<file path="config.mk">
export PLATFORM = sky130hd
export DESIGN_NAME = scanner_status_frame_parser_unit
export DESIGN_NICKNAME = d
export VERILOG_FILES = /design/src/ssfp_pkg.sv /design/src/scanner_status_frame_parser_unit.sv
export VERILOG_INCLUDE_DIRS = /design/src /design/src/src
export SDC_FILE = /design/constraint.sdc
export NUM_CORES = 1
export LEC_CHECK = 0
export BUFFER_PORTS_ARGS = -buffer_cell sky130_fd_sc_hd__buf_4
export CAP_MARGIN = 10
export CORE_UTILIZATION = 41
export DETAILED_ROUTE_END_ITERATION = 7
export GPL_TIMING_DRIVEN = 0
export PLACE_DENSITY = 0.57
export RECOVER_POWER = 50
export SLEW_MARGIN = 10
export SYNTH_ARGS = -nofsm -noshare
export SYNTH_HDL_FRONTEND = slang
export SYNTH_SLANG_ARGS = --single-unit
</file>
<file path="constraint.sdc">
create_clock -name clock -period 6 [get_ports clock]
set_clock_uncertainty 0.2 [all_clocks]
set_input_delay 0.3 -clock clock [delete_from_list [all_inputs] [get_ports clock]]
set_output_delay 0.3 -clock clock [all_outputs]
set_load 0.005 [all_outputs]
</file>
<file path="src/scanner_status_frame_parser_unit_assert.svh">
// assertion macros for the scanner status frame parser
`ifndef SCANNER_STATUS_FRAME_PARSER_UNIT_ASSERT_SVH
`define SCANNER_STATUS_FRAME_PARSER_UNIT_ASSERT_SVH

// same-cycle implication, checked outside reset
`define SSFP_ASSERT_NOW(label, clk, rst, ante, cons) \
   label: assert property (@(posedge clk) disable iff (rst) (ante) |-> (cons)) \
      else $error("ssfp check failed");

// next-cycle implication, checked outside reset
`define SSFP_ASSERT_NEXT(label, clk, rst, ante, cons) \
   label: assert property (@(posedge clk) disable iff (rst) (ante) |=> (cons)) \
      else $error("ssfp check failed");

`endif

</file>
<file path="src/ssfp_pkg.sv">
// package with codes and constants for the scanner status frame parser
package ssfp_pkg;

   localparam logic [7:0] SYNC_FIRST  = 8'h56;
   localparam logic [7:0] SYNC_SECOND = 8'hA1;
   localparam logic [1:0] SIDE_TOP    = 2'b01;
   localparam logic [1:0] SIDE_BOTTOM = 2'b10;
   localparam logic [1:0] DEFECT_NONE = 2'b00;
   localparam logic [1:0] DEFECT_ABS  = 2'b11;

   typedef enum logic [3:0] {
      PH_HUNT   = 4'd0,
      PH_STAT_A = 4'd1,
      PH_STAT_B = 4'd2,
      PH_HI_A   = 4'd3,
      PH_HI_B   = 4'd4,
      PH_LO_A   = 4'd5,
      PH_LO_B   = 4'd6,
      PH_MOT1   = 4'd7,
      PH_MOT2   = 4'd8,
      PH_MOT3   = 4'd9,
      PH_MOT4   = 4'd10
   } phase_type;

   typedef enum logic [1:0] {
      ST_GOOD     = 2'd0,
      ST_MISMATCH = 2'd1,
      ST_BAD_SIDE = 2'd2,
      ST_BAD_DEF  = 2'd3
   } status_type;

endpackage

</file>
<file path="src/scanner_status_frame_parser_unit.sv">
// scanner status frame parser top level
//
// req channel: one received serial byte per word (req_rx_byte), valid/ready.
// rsp channel: one word per finished frame, good or aborted, valid/ready.
// csr port: csr_write_enable / csr_write_data set the one-bit scan pass,
// taken at any edge outside reset with the enable high, no read-back.
// every accepted byte is decoded in the cycle it is taken; a frame word
// appears on rsp in the cycle after its last byte (or its failing byte).
// throughput is one byte per cycle while rsp does not stall, set by the single
// result register: req_ready is high while that register is empty or being taken.
// a stall on rsp holds the result register and drops req_ready until the
// word is taken; no byte is lost and no word is dropped.
// an error word carries only rsp_frame_status; other fields are zero.
// synchronous reset returns the parser to sync hunting, clears the change
// history and the scan pass, and empties the result register.
// reset needs no clearing pass; the block takes bytes from the next cycle.
module scanner_status_frame_parser_unit (
   input  logic               clock,
   input  logic               reset,
   input  logic               req_valid,
   output logic               req_ready,
   input  logic [7:0]         req_rx_byte,
   output logic               rsp_valid,
   input  logic               rsp_ready,
   output logic [1:0]         rsp_frame_status,
   output logic               rsp_side,
   output logic [3:0]         rsp_sensor_number,
   output logic               rsp_defect_raw,
   output logic               rsp_defect_reported,
   output logic signed [15:0] rsp_coordinate,
   output logic [7:0]         rsp_motor_one_position,
   output logic [7:0]         rsp_motor_two_position,
   output logic [7:0]         rsp_motor_three_position,
   output logic [7:0]         rsp_motor_four_position,
   output logic [1:0]         rsp_change_kind,
   input  logic               csr_write_enable,
   input  logic               csr_write_data
);

`include "scanner_status_frame_parser_unit_assert.svh"

   ssfp_pkg::phase_type phase_ff, phase_in;
   logic [7:0]  previous_byte_ff, previous_byte_in;
   logic [7:0]  pair_first_ff, pair_first_in;
   logic [7:0]  header_ff, header_in;
   logic [15:0] coord_ff, coord_in;
   logic [7:0]  motor1_ff, motor1_in;
   logic [7:0]  motor2_ff, motor2_in;
   logic [7:0]  motor3_ff, motor3_in;
   logic [5:0]  last_hdr_ff, last_hdr_in;
   logic [16:0] last_pos_ff, last_pos_in;
   logic        have_last_ff, have_last_in;
   logic        scan_pass_ff;

   logic        rsp_valid_ff;
   logic [1:0]  status_ff, status_in;
   logic        side_ff, side_in;
   logic [3:0]  sensor_ff, sensor_in;
   logic        draw_ff, draw_in;
   logic        drep_ff, drep_in;
   logic [15:0] coord_out_ff, coord_out_in;
   logic [7:0]  m1_ff, m1_in;
   logic [7:0]  m2_ff, m2_in;
   logic [7:0]  m3_ff, m3_in;
   logic [7:0]  m4_ff, m4_in;
   logic [1:0]  kind_ff, kind_in;

   logic        req_fire;
   logic        emit;
   logic [7:0]  b;
   logic [1:0]  sbits, dbits;
   logic        fr_side, fr_draw, fr_drep, near_zero;
   logic [5:0]  hmsg;
   logic [16:0] pmsg;
   logic [1:0]  kind;

   assign req_ready = !rsp_valid_ff || rsp_ready;
   assign req_fire  = req_valid && req_ready;
   assign b         = req_rx_byte;
   assign sbits     = b[7:6];
   assign dbits     = b[5:4];

   // final-byte decode from stored header and coordinate
   assign fr_side   = (header_ff[7:6] == ssfp_pkg::SIDE_BOTTOM);
   assign fr_draw   = (header_ff[5:4] == ssfp_pkg::DEFECT_ABS);
   assign near_zero = (coord_ff == 16'h0000) || (coord_ff == 16'h0001) ||
                      (coord_ff == 16'hFFFF);
   assign fr_drep   = fr_draw && !near_zero;
   assign hmsg      = {fr_side, header_ff[3:0], scan_pass_ff};
   assign pmsg      = {fr_drep, coord_ff};
   assign kind      = {(!have_last_ff || (pmsg != last_pos_ff)),
                       (!have_last_ff || (hmsg != last_hdr_ff))};

   always_comb begin
      phase_in         = phase_ff;
      previous_byte_in = previous_byte_ff;
      pair_first_in    = pair_first_ff;
      header_in        = header_ff;
      coord_in         = coord_ff;
      motor1_in        = motor1_ff;
      motor2_in        = motor2_ff;
      motor3_in        = motor3_ff;
      last_hdr_in      = last_hdr_ff;
      last_pos_in      = last_pos_ff;
      have_last_in     = have_last_ff;
      emit             = 1'b0;
      status_in        = ssfp_pkg::ST_GOOD;
      side_in          = 1'b0;
      sensor_in        = 4'd0;
      draw_in          = 1'b0;
      drep_in          = 1'b0;
      coord_out_in     = 16'd0;
      m1_in            = 8'd0;
      m2_in            = 8'd0;
      m3_in            = 8'd0;
      m4_in            = 8'd0;
      kind_in          = 2'd0;
      unique case (phase_ff)
         ssfp_pkg::PH_STAT_A: begin
            pair_first_in = b;
            phase_in      = ssfp_pkg::PH_STAT_B;
         end
         ssfp_pkg::PH_STAT_B: begin
            if (b != pair_first_ff) begin
               emit      = 1'b1;
               status_in = ssfp_pkg::ST_MISMATCH;
            end else if (sbits != ssfp_pkg::SIDE_TOP && sbits != ssfp_pkg::SIDE_BOTTOM) begin
               emit      = 1'b1;
               status_in = ssfp_pkg::ST_BAD_SIDE;
            end else if (dbits != ssfp_pkg::DEFECT_ABS && dbits != ssfp_pkg::DEFECT_NONE) begin
               emit      = 1'b1;
               status_in = ssfp_pkg::ST_BAD_DEF;
            end else begin
               header_in = b;
               phase_in  = ssfp_pkg::PH_HI_A;
            end
         end
         ssfp_pkg::PH_HI_A: begin
            pair_first_in = b;
            phase_in      = ssfp_pkg::PH_HI_B;
         end
         ssfp_pkg::PH_HI_B: begin
            if (b != pair_first_ff) begin
               emit      = 1'b1;
               status_in = ssfp_pkg::ST_MISMATCH;
            end else begin
               coord_in = {b, coord_ff[7:0]};
               phase_in = ssfp_pkg::PH_LO_A;
            end
         end
         ssfp_pkg::PH_LO_A: begin
            pair_first_in = b;
            phase_in      = ssfp_pkg::PH_LO_B;
         end
         ssfp_pkg::PH_LO_B: begin
            if (b != pair_first_ff) begin
               emit      = 1'b1;
               status_in = ssfp_pkg::ST_MISMATCH;
            end else begin
               coord_in = {coord_ff[15:8], b};
               phase_in = ssfp_pkg::PH_MOT1;
            end
         end
         ssfp_pkg::PH_MOT1: begin
            motor1_in = b;
            phase_in  = ssfp_pkg::PH_MOT2;
         end
         ssfp_pkg::PH_MOT2: begin
            motor2_in = b;
            phase_in  = ssfp_pkg::PH_MOT3;
         end
         ssfp_pkg::PH_MOT3: begin
            motor3_in = b;
            phase_in  = ssfp_pkg::PH_MOT4;
         end
         ssfp_pkg::PH_MOT4: begin
            emit         = 1'b1;
            status_in    = ssfp_pkg::ST_GOOD;
            side_in      = fr_side;
            sensor_in    = header_ff[3:0];
            draw_in      = fr_draw;
            drep_in      = fr_drep;
            coord_out_in = coord_ff;
            m1_in        = motor1_ff;
            m2_in        = motor2_ff;
            m3_in        = motor3_ff;
            m4_in        = b;
            kind_in      = kind;
            if (kind != 2'd0) begin
               last_hdr_in  = hmsg;
               last_pos_in  = pmsg;
               have_last_in = 1'b1;
            end
         end
         default: begin
            if (b == ssfp_pkg::SYNC_SECOND && previous_byte_ff == ssfp_pkg::SYNC_FIRST) begin
               phase_in         = ssfp_pkg::PH_STAT_A;
               previous_byte_in = 8'd0;
            end else begin
               phase_in         = ssfp_pkg::PH_HUNT;
               previous_byte_in = b;
            end
         end
      endcase
      // any ended frame restarts the hunt
      if (emit) begin
         phase_in         = ssfp_pkg::PH_HUNT;
         previous_byte_in = 8'd0;
      end
   end

   always_ff @(posedge clock) begin
      if (reset) begin
         phase_ff         <= ssfp_pkg::PH_HUNT;
         previous_byte_ff <= 8'd0;
         last_hdr_ff      <= 6'd0;
         last_pos_ff      <= 17'd0;
         have_last_ff     <= 1'b0;
         scan_pass_ff     <= 1'b0;
         rsp_valid_ff     <= 1'b0;
      end else begin
         if (csr_write_enable) begin
            scan_pass_ff <= csr_write_data;
         end
         if (req_fire) begin
            phase_ff         <= phase_in;
            previous_byte_ff <= previous_byte_in;
            last_hdr_ff      <= last_hdr_in;
            last_pos_ff      <= last_pos_in;
            have_last_ff     <= have_last_in;
            rsp_valid_ff     <= emit;
         end else if (rsp_ready) begin
            rsp_valid_ff <= 1'b0;
         end
      end
   end

   // frame payload, no reset needed
   always_ff @(posedge clock) begin
      if (req_fire) begin
         pair_first_ff <= pair_first_in;
         header_ff     <= header_in;
         coord_ff      <= coord_in;
         motor1_ff     <= motor1_in;
         motor2_ff     <= motor2_in;
         motor3_ff     <= motor3_in;
      end
      if (req_fire && emit) begin
         status_ff    <= status_in;
         side_ff      <= side_in;
         sensor_ff    <= sensor_in;
         draw_ff      <= draw_in;
         drep_ff      <= drep_in;
         coord_out_ff <= coord_out_in;
         m1_ff        <= m1_in;
         m2_ff        <= m2_in;
         m3_ff        <= m3_in;
         m4_ff        <= m4_in;
         kind_ff      <= kind_in;
      end
   end

   assign rsp_valid                = rsp_valid_ff;
   assign rsp_frame_status         = status_ff;
   assign rsp_side                 = side_ff;
   assign rsp_sensor_number        = sensor_ff;
   assign rsp_defect_raw           = draw_ff;
   assign rsp_defect_reported      = drep_ff;
   assign rsp_coordinate           = $signed(coord_out_ff);
   assign rsp_motor_one_position   = m1_ff;
   assign rsp_motor_two_position   = m2_ff;
   assign rsp_motor_three_position = m3_ff;
   assign rsp_motor_four_position  = m4_ff;
   assign rsp_change_kind          = kind_ff;

   // error words carry only the status
   `SSFP_ASSERT_NOW(a_err_fields_zero, clock, reset,
      rsp_valid_ff && status_ff != ssfp_pkg::ST_GOOD,
      !side_ff && sensor_ff == 4'd0 && !draw_ff && coord_out_ff == 16'd0 && kind_ff == 2'd0)

   // an ended frame leaves the parser hunting with a cleared previous word
   `SSFP_ASSERT_NEXT(a_hunt_after_frame, clock, reset,
      req_fire && emit,
      phase_ff == ssfp_pkg::PH_HUNT && previous_byte_ff == 8'd0 && rsp_valid_ff)

   // the first recorded frame flags both changes
   `SSFP_ASSERT_NOW(a_first_frame_kind, clock, reset,
      req_fire && phase_ff == ssfp_pkg::PH_MOT4 && !have_last_ff,
      kind == 2'b11)

   // reported defect needs a raw defect
   `SSFP_ASSERT_NOW(a_drep_implies_draw, clock, reset,
      rsp_valid_ff && drep_ff,
      draw_ff)

endmodule
</file>
# Word level (Yosys, flattened, before mapping)
# Cells that the tools add are included.
# totals
output_inout_bits	61
elab_cells	116
register_bits	153
# classes
n_reduce_logical	31
mux	26
eq_ne	29
n_bitwise	5
# op_table
cell	n
4-bit one-hot mux with 10 select lines	1
8-bit 2-to-1 mux	4
16-bit one-hot mux with 2 select lines	1
4-bit 2-to-1 mux	6
17-bit inequality test	1
16-bit by 1-bit == test with 1-bit output (second input constant)	1
16-bit == test (second input constant)	1
4-bit by 3-bit == test with 1-bit output (second input constant)	4
16-bit zero test	1
16-bit 2-to-1 mux	1
3-bit inequality test (second input constant)	5
4-bit == test (second input constant)	3
2-bit AND reduction	5
10-bit OR reduction	1
4-bit by 2-bit == test with 1-bit output (second input constant)	2
8-bit by 7-bit == test with 1-bit output (second input constant)	1
8-bit == test (second input constant)	1
1-bit 2-to-1 mux	8
8-bit inequality test	1
4-bit AND reduction	2
7-bit AND reduction	1
1-bit logical AND	6
2-bit 2-to-1 mux	3
2-bit inequality test (second input constant)	3
14 further kinds	28

# Depth between registers and ports, before layout
# depth
ltp_word	9
ltp_mapped	8

# Least setup slack after synthesis
# OpenSTA, ideal clock, no wires.
# synth_timing
path_type	input to register
from	input port req_rx_byte[6]
to	register kind_ff[0] (netlist: rsp_change_kind[0]), enable pin
t_required_ps	5298
t_arrival_ps	4121
path_stages	6
path_slack_ps	1177
path_buffers	0
cell_sequence	inv_1 > ha_1 > nand2b_1 > nand4b_1 > a41o_1 > a21oi_1
# synth_between
elab_chain_len	6
elab_cells_between_ends	9
classes_between	eq/ne (3); mux (4); reduce/logical (2)
# synth_rtl
element	line	text
start, declared	scanner_status_frame_parser_unit.sv:22	input logic [7:0] req_rx_byte,
2-bit by 1-bit inequality test with 1-bit output or 2-bit inequality test (tied branches)	scanner_status_frame_parser_unit.sv:127	end else if (sbits != ssfp_pkg::SIDE_TOP && sbits != ssfp_pkg::SIDE_BOTTOM) begin
1-bit logical AND	scanner_status_frame_parser_unit.sv:127	
1-bit 2-to-1 mux	scanner_status_frame_parser_unit.sv:127	
1-bit 2-to-1 mux	scanner_status_frame_parser_unit.sv:124	if (b != pair_first_ff) begin
1-bit one-hot mux with 3 select lines *	scanner_status_frame_parser_unit.sv:118	unique case (phase_ff)
1-bit logical AND *	scanner_status_frame_parser_unit.sv:248	if (req_fire && emit) begin
end signal, assigned	scanner_status_frame_parser_unit.sv:259	kind_ff <= kind_in;
end, declared	scanner_status_frame_parser_unit.sv:66	logic [1:0] kind_ff, kind_in;
# Mark *: on every way between the ends. The rest lies on a longest branch, timed or not.
# A chain may end at the register's enable or synchronous reset.

# Final worst setup path
# layout_timing
from	input port req_rx_byte[6]
to	register drep_ff (netlist: rsp_defect_reported), enable pin
# layout_between
elab_chain_len	6
elab_cells_between_ends	9
classes_between	eq/ne (3); mux (4); reduce/logical (2)
# layout_rtl
element	line	text
2-bit by 1-bit inequality test with 1-bit output or 2-bit inequality test (tied branches)	scanner_status_frame_parser_unit.sv:127	
1-bit logical AND	scanner_status_frame_parser_unit.sv:127	
1-bit 2-to-1 mux	scanner_status_frame_parser_unit.sv:127	
1-bit 2-to-1 mux	scanner_status_frame_parser_unit.sv:124	
1-bit one-hot mux with 3 select lines *	scanner_status_frame_parser_unit.sv:118	
1-bit logical AND *	scanner_status_frame_parser_unit.sv:248	
end signal, assigned	scanner_status_frame_parser_unit.sv:253	drep_ff <= drep_in;
end, declared	scanner_status_frame_parser_unit.sv:60	logic drep_ff, drep_in;
# Marked as above.

==> impl_results.md <==
* Asr flop ratio synth at 0
* Nets at 591
* Synth Register Bits at 153
* Leak Pwr at about 2.6 nW
* Netlist cell types at 47
* Initial antenna violation count at 0
* Post-synth EDFFs at 115
* Final Core Density at 0.523
* Max_cap viols at 0
* Final setup viols at 0
* Setup WS pre-CTS at 3130 ps
* Final hold violation count at 0
* GRT overflow at 0
* Net Switching at 0.462 mW
* Max Fclk at 298 MHz
* Clock network power share at 0.460
* RR Startpoint: phase_ff[1]
* Switching Fraction at 0.202
* Maximum vdd drop at 154 uV
* CTS tree: yes
* Hold Path Stages at 3
* Clock tree root driver cell: clkbuf_16
* Register-to-Register Path Depth at 5
* CTS Buf Count at 17
* Worst hold path class: input pin to flip-flop
* Number of global-route vias before repair at between 3,000 and 4,000
* Crit path from: req_rx_byte[6]
* Worst skew pair latency at roughly 430 ps
* Die height at 124 um
* Via-to-Cell Ratio at roughly 5.2
* I/O Pins at 75
* Initial Utilization at 0.420
* Core Box Area at 14,600 um2
* Synth Warn # at 0
* Pre-Repair DR Iteration Count at 5
* Max-slew violation count at 0
* Initial drt markers at 269
* Layout cell share with drive strength beyond 1 at 0.184
* Final WS setup at 2650 ps
* Combinational share of power at 0.037
* Ys flop type: edfxtp_1
* H-tree depth at 4
* Port Buffers at 73
* Post-CTS setup buffers at 0
* Via count at roughly 4,000
* Netlist Area Pre-Place at a little over 6000 um2
* Largest net degree at the start of global routing at 30
* Ant. Diodes at 0
* Status: complete, no violations
* Area delta synth->final at 24.5%
* Hold Slack at approximately 21 ps
* CTS max path bufs at 2
* Setup crit start kind: input pin
* First-pass GRT wire length at between 20,000 and 25,000 um
* Hold path endpoint: rsp_valid
* Hold Startpoint: rsp_ready
* RSZ-0062 raised after global routing: false
* Pint at 1.83 mW
* Slew headroom at 0.437
* Final wirelength at 13,100 um
* Worst Path Max Fanout at 29
* Register area share after synthesis at 0.687
* Final Cell Area at 7630 um2
* Setup crit end kind: flip-flop
* Post-DP Area at 6970 um2
* Arr. time, crit path at 3280 ps
* Worst flop-to-flop path endpoint: coord_ff[3]
* Seq pwr share at 0.504
* CTS clk-pin slew, worst paths at approximately 60 ps
* Crit share post-route at 0.559
* DRC errors left at 0
* Clk sinks at 153
* Mapped Nets at approximately 490
* Antenna-violating nets left at 0
* Shortest period the worst path allows at 3350 ps
* Number of cell rows at 44
* Routability Congestion at ~0.84
* Cell Pwr Density at 300 nW/um2
* WP data required at 5920 ps
* R2r setup slk at 3200 ps
* Detailed placer's ending HPWL at 8920 um
* Avg Cell Area, Syn at 13.0 um2
* Synth Instances at 470
* Drt wl/cell at 17.0 um
* GR Util All Layers at 0.178
* Slew @ Worst Pin at 838 ps
* Die X at 124 um
* Setup CP Type: input pin to flip-flop
* Die ar. at 15,400 um2
* Filler instances at ~1,300
* Register area at 4210 um2
* Area of the multi-input gates at between 1500 and 2000 um2
[worst max-delay path, cell delays in order]
cell	delay, ps
dlygate4sd3_1	520
clkbuf_1	440
inv_1	240
ha_1	370
nand2b_1	110
nand4b_1	120
a41o_1	280
a21oi_4	610
buf_12	270
[area by class of cell]
type / instances / share of cell area
plain buffers: 24 / 0.0125
clock buffers: 18 / 0.0562
clock inverters: 14 / 0.0203
inverters: 4 / 0.00197
multi-input cells: 289 / 0.239
flip-flops and latches: 153 / 0.552
well taps: 184 / 0.0302
repair buffers: 86 / 0.0874
[cell families (layout without fill, tap and decap cells)]
logic type               Yosys count  in the layout  share of synthesized area
AO/OA/AOI/OAI                     75             75                     0.0737
AND/OR/NAND/NOR                  180            180                      0.171
multiplexers                       2              2                    0.00327
XOR/XNOR                          30             30                     0.0429
flip-flops                       153            153                      0.687
buffers and inverters             28            146                     0.0180
adder cells (fa/ha/maj)            2              2                    0.00408
[per-layer routing]
metal,routed length [um],vias up,GRT usage,share of wire
li1,-,1935,-,-
met1,5930,1947,0.233,0.45
met2,6340,114,0.281,0.48
met3,626,16,0.0395,0.048
met4,243,0,0.0808,0.018
met5,0,-,0,0
[state kept, by name, summed over array words and instances (netlist names), 6 cells and up]
name / count
coord_ff: 16
header_ff: 8
last_hdr_ff: 6
last_pos_ff: 17
motor1_ff: 8
motor2_ff: 8
motor3_ff: 8
pair_first_ff: 8
previous_byte_ff: 8
rsp_coordinate: 16
rsp_motor_four_position: 8
rsp_motor_one_position: 8
rsp_motor_three_position: 8
rsp_motor_two_position: 8
[power by group through the flow]
stage / combinational, mW / sequential, mW / clock [mW]
2_1_floorplan: 0.0347 / 1.18 / 0
3_3_place_gp: 0.0768 / 1.18 / 0
3_5_place_dp: 0.0820 / 1.18 / 0
4_1_cts: 0.0877 / 1.15 / 1.07
5_1_grt: 0.0920 / 1.16 / 1.11
6_report: 0.0837 / 1.15 / 1.05
[cell usage in the layout, fill, tap and decap left out, types with 5 or more instances in the layout]
master,synthesis,routed
dfxtp_1,38,38
nand4_1,7,7
clkbuf_1,20,30
clkinv_1,0,5
clkbuf_16,0,17
nand3_1,23,23
nand2_1,12,12
clkbuf_4,0,61
nor4_1,13,13
nor3_1,10,9
nand2b_1,6,6
and2_1,59,30
xnor2_1,11,11
nor2b_1,6,6
dlygate4sd3_1,0,10
xor2_1,19,19
and2_0,1,30
o21ai_0,25,25
edfxtp_1,115,115
a21oi_1,31,30
nor2_1,24,24
a22o_1,8,8
[worst max-delay path by stage]
stage	end	cells after the start
global placement	rsp_defect_raw	7
global route	rsp_defect_reported	9
CTS	rsp_defect_reported	9
finish	rsp_defect_reported	9
detailed placement	rsp_defect_reported	8
floorplan	rsp_change_kind[0]	6
[timing repair]
action                     CTS  global route
hold endpoints to repair    41             0
gates resized for setup      0             0
hold buffers                10             0
setup endpoints to repair    0             0
[through the flow]
stage	std cells	TNS, ps	power [mW]
2_1_floorplan	470	0	1.21
3_3_place_gp	727	-35220	1.26
3_5_place_dp	730	0	1.26
4_1_cts	772	0	2.32
5_1_grt	772	0	2.36
6_report	772	0	2.29
[synth_stat cells, types with 2 or more instances]
cell	count	share of area
nand3_1	23	0.019
nand2b_1	6	0.0061
nor2_1	24	0.015
nand4_1	7	0.0071
nor2b_1	6	0.0061
a21oi_1	31	0.025
a22oi_1	2	0.0024
a22o_1	8	0.011
o21ai_0	25	0.020
dfxtp_1	38	0.12
and2_1	59	0.060
xnor2_1	11	0.016
ha_1	2	0.0041
or2_2	2	0.0020
inv_1	4	0.0024
nand3b_1	2	0.0024
nor4_1	13	0.013
and4bb_2	2	0.0041
or4bb_1	2	0.0037
nand2_1	12	0.0073
edfxtp_1	115	0.56
xor2_1	19	0.027
mux2i_1	2	0.0033
clkbuf_1	20	0.012
a211oi_1	2	0.0024
nor3_1	10	0.0082
buf_2	3	0.0024
Note: power is estimated with default switching activity, not from simulation.
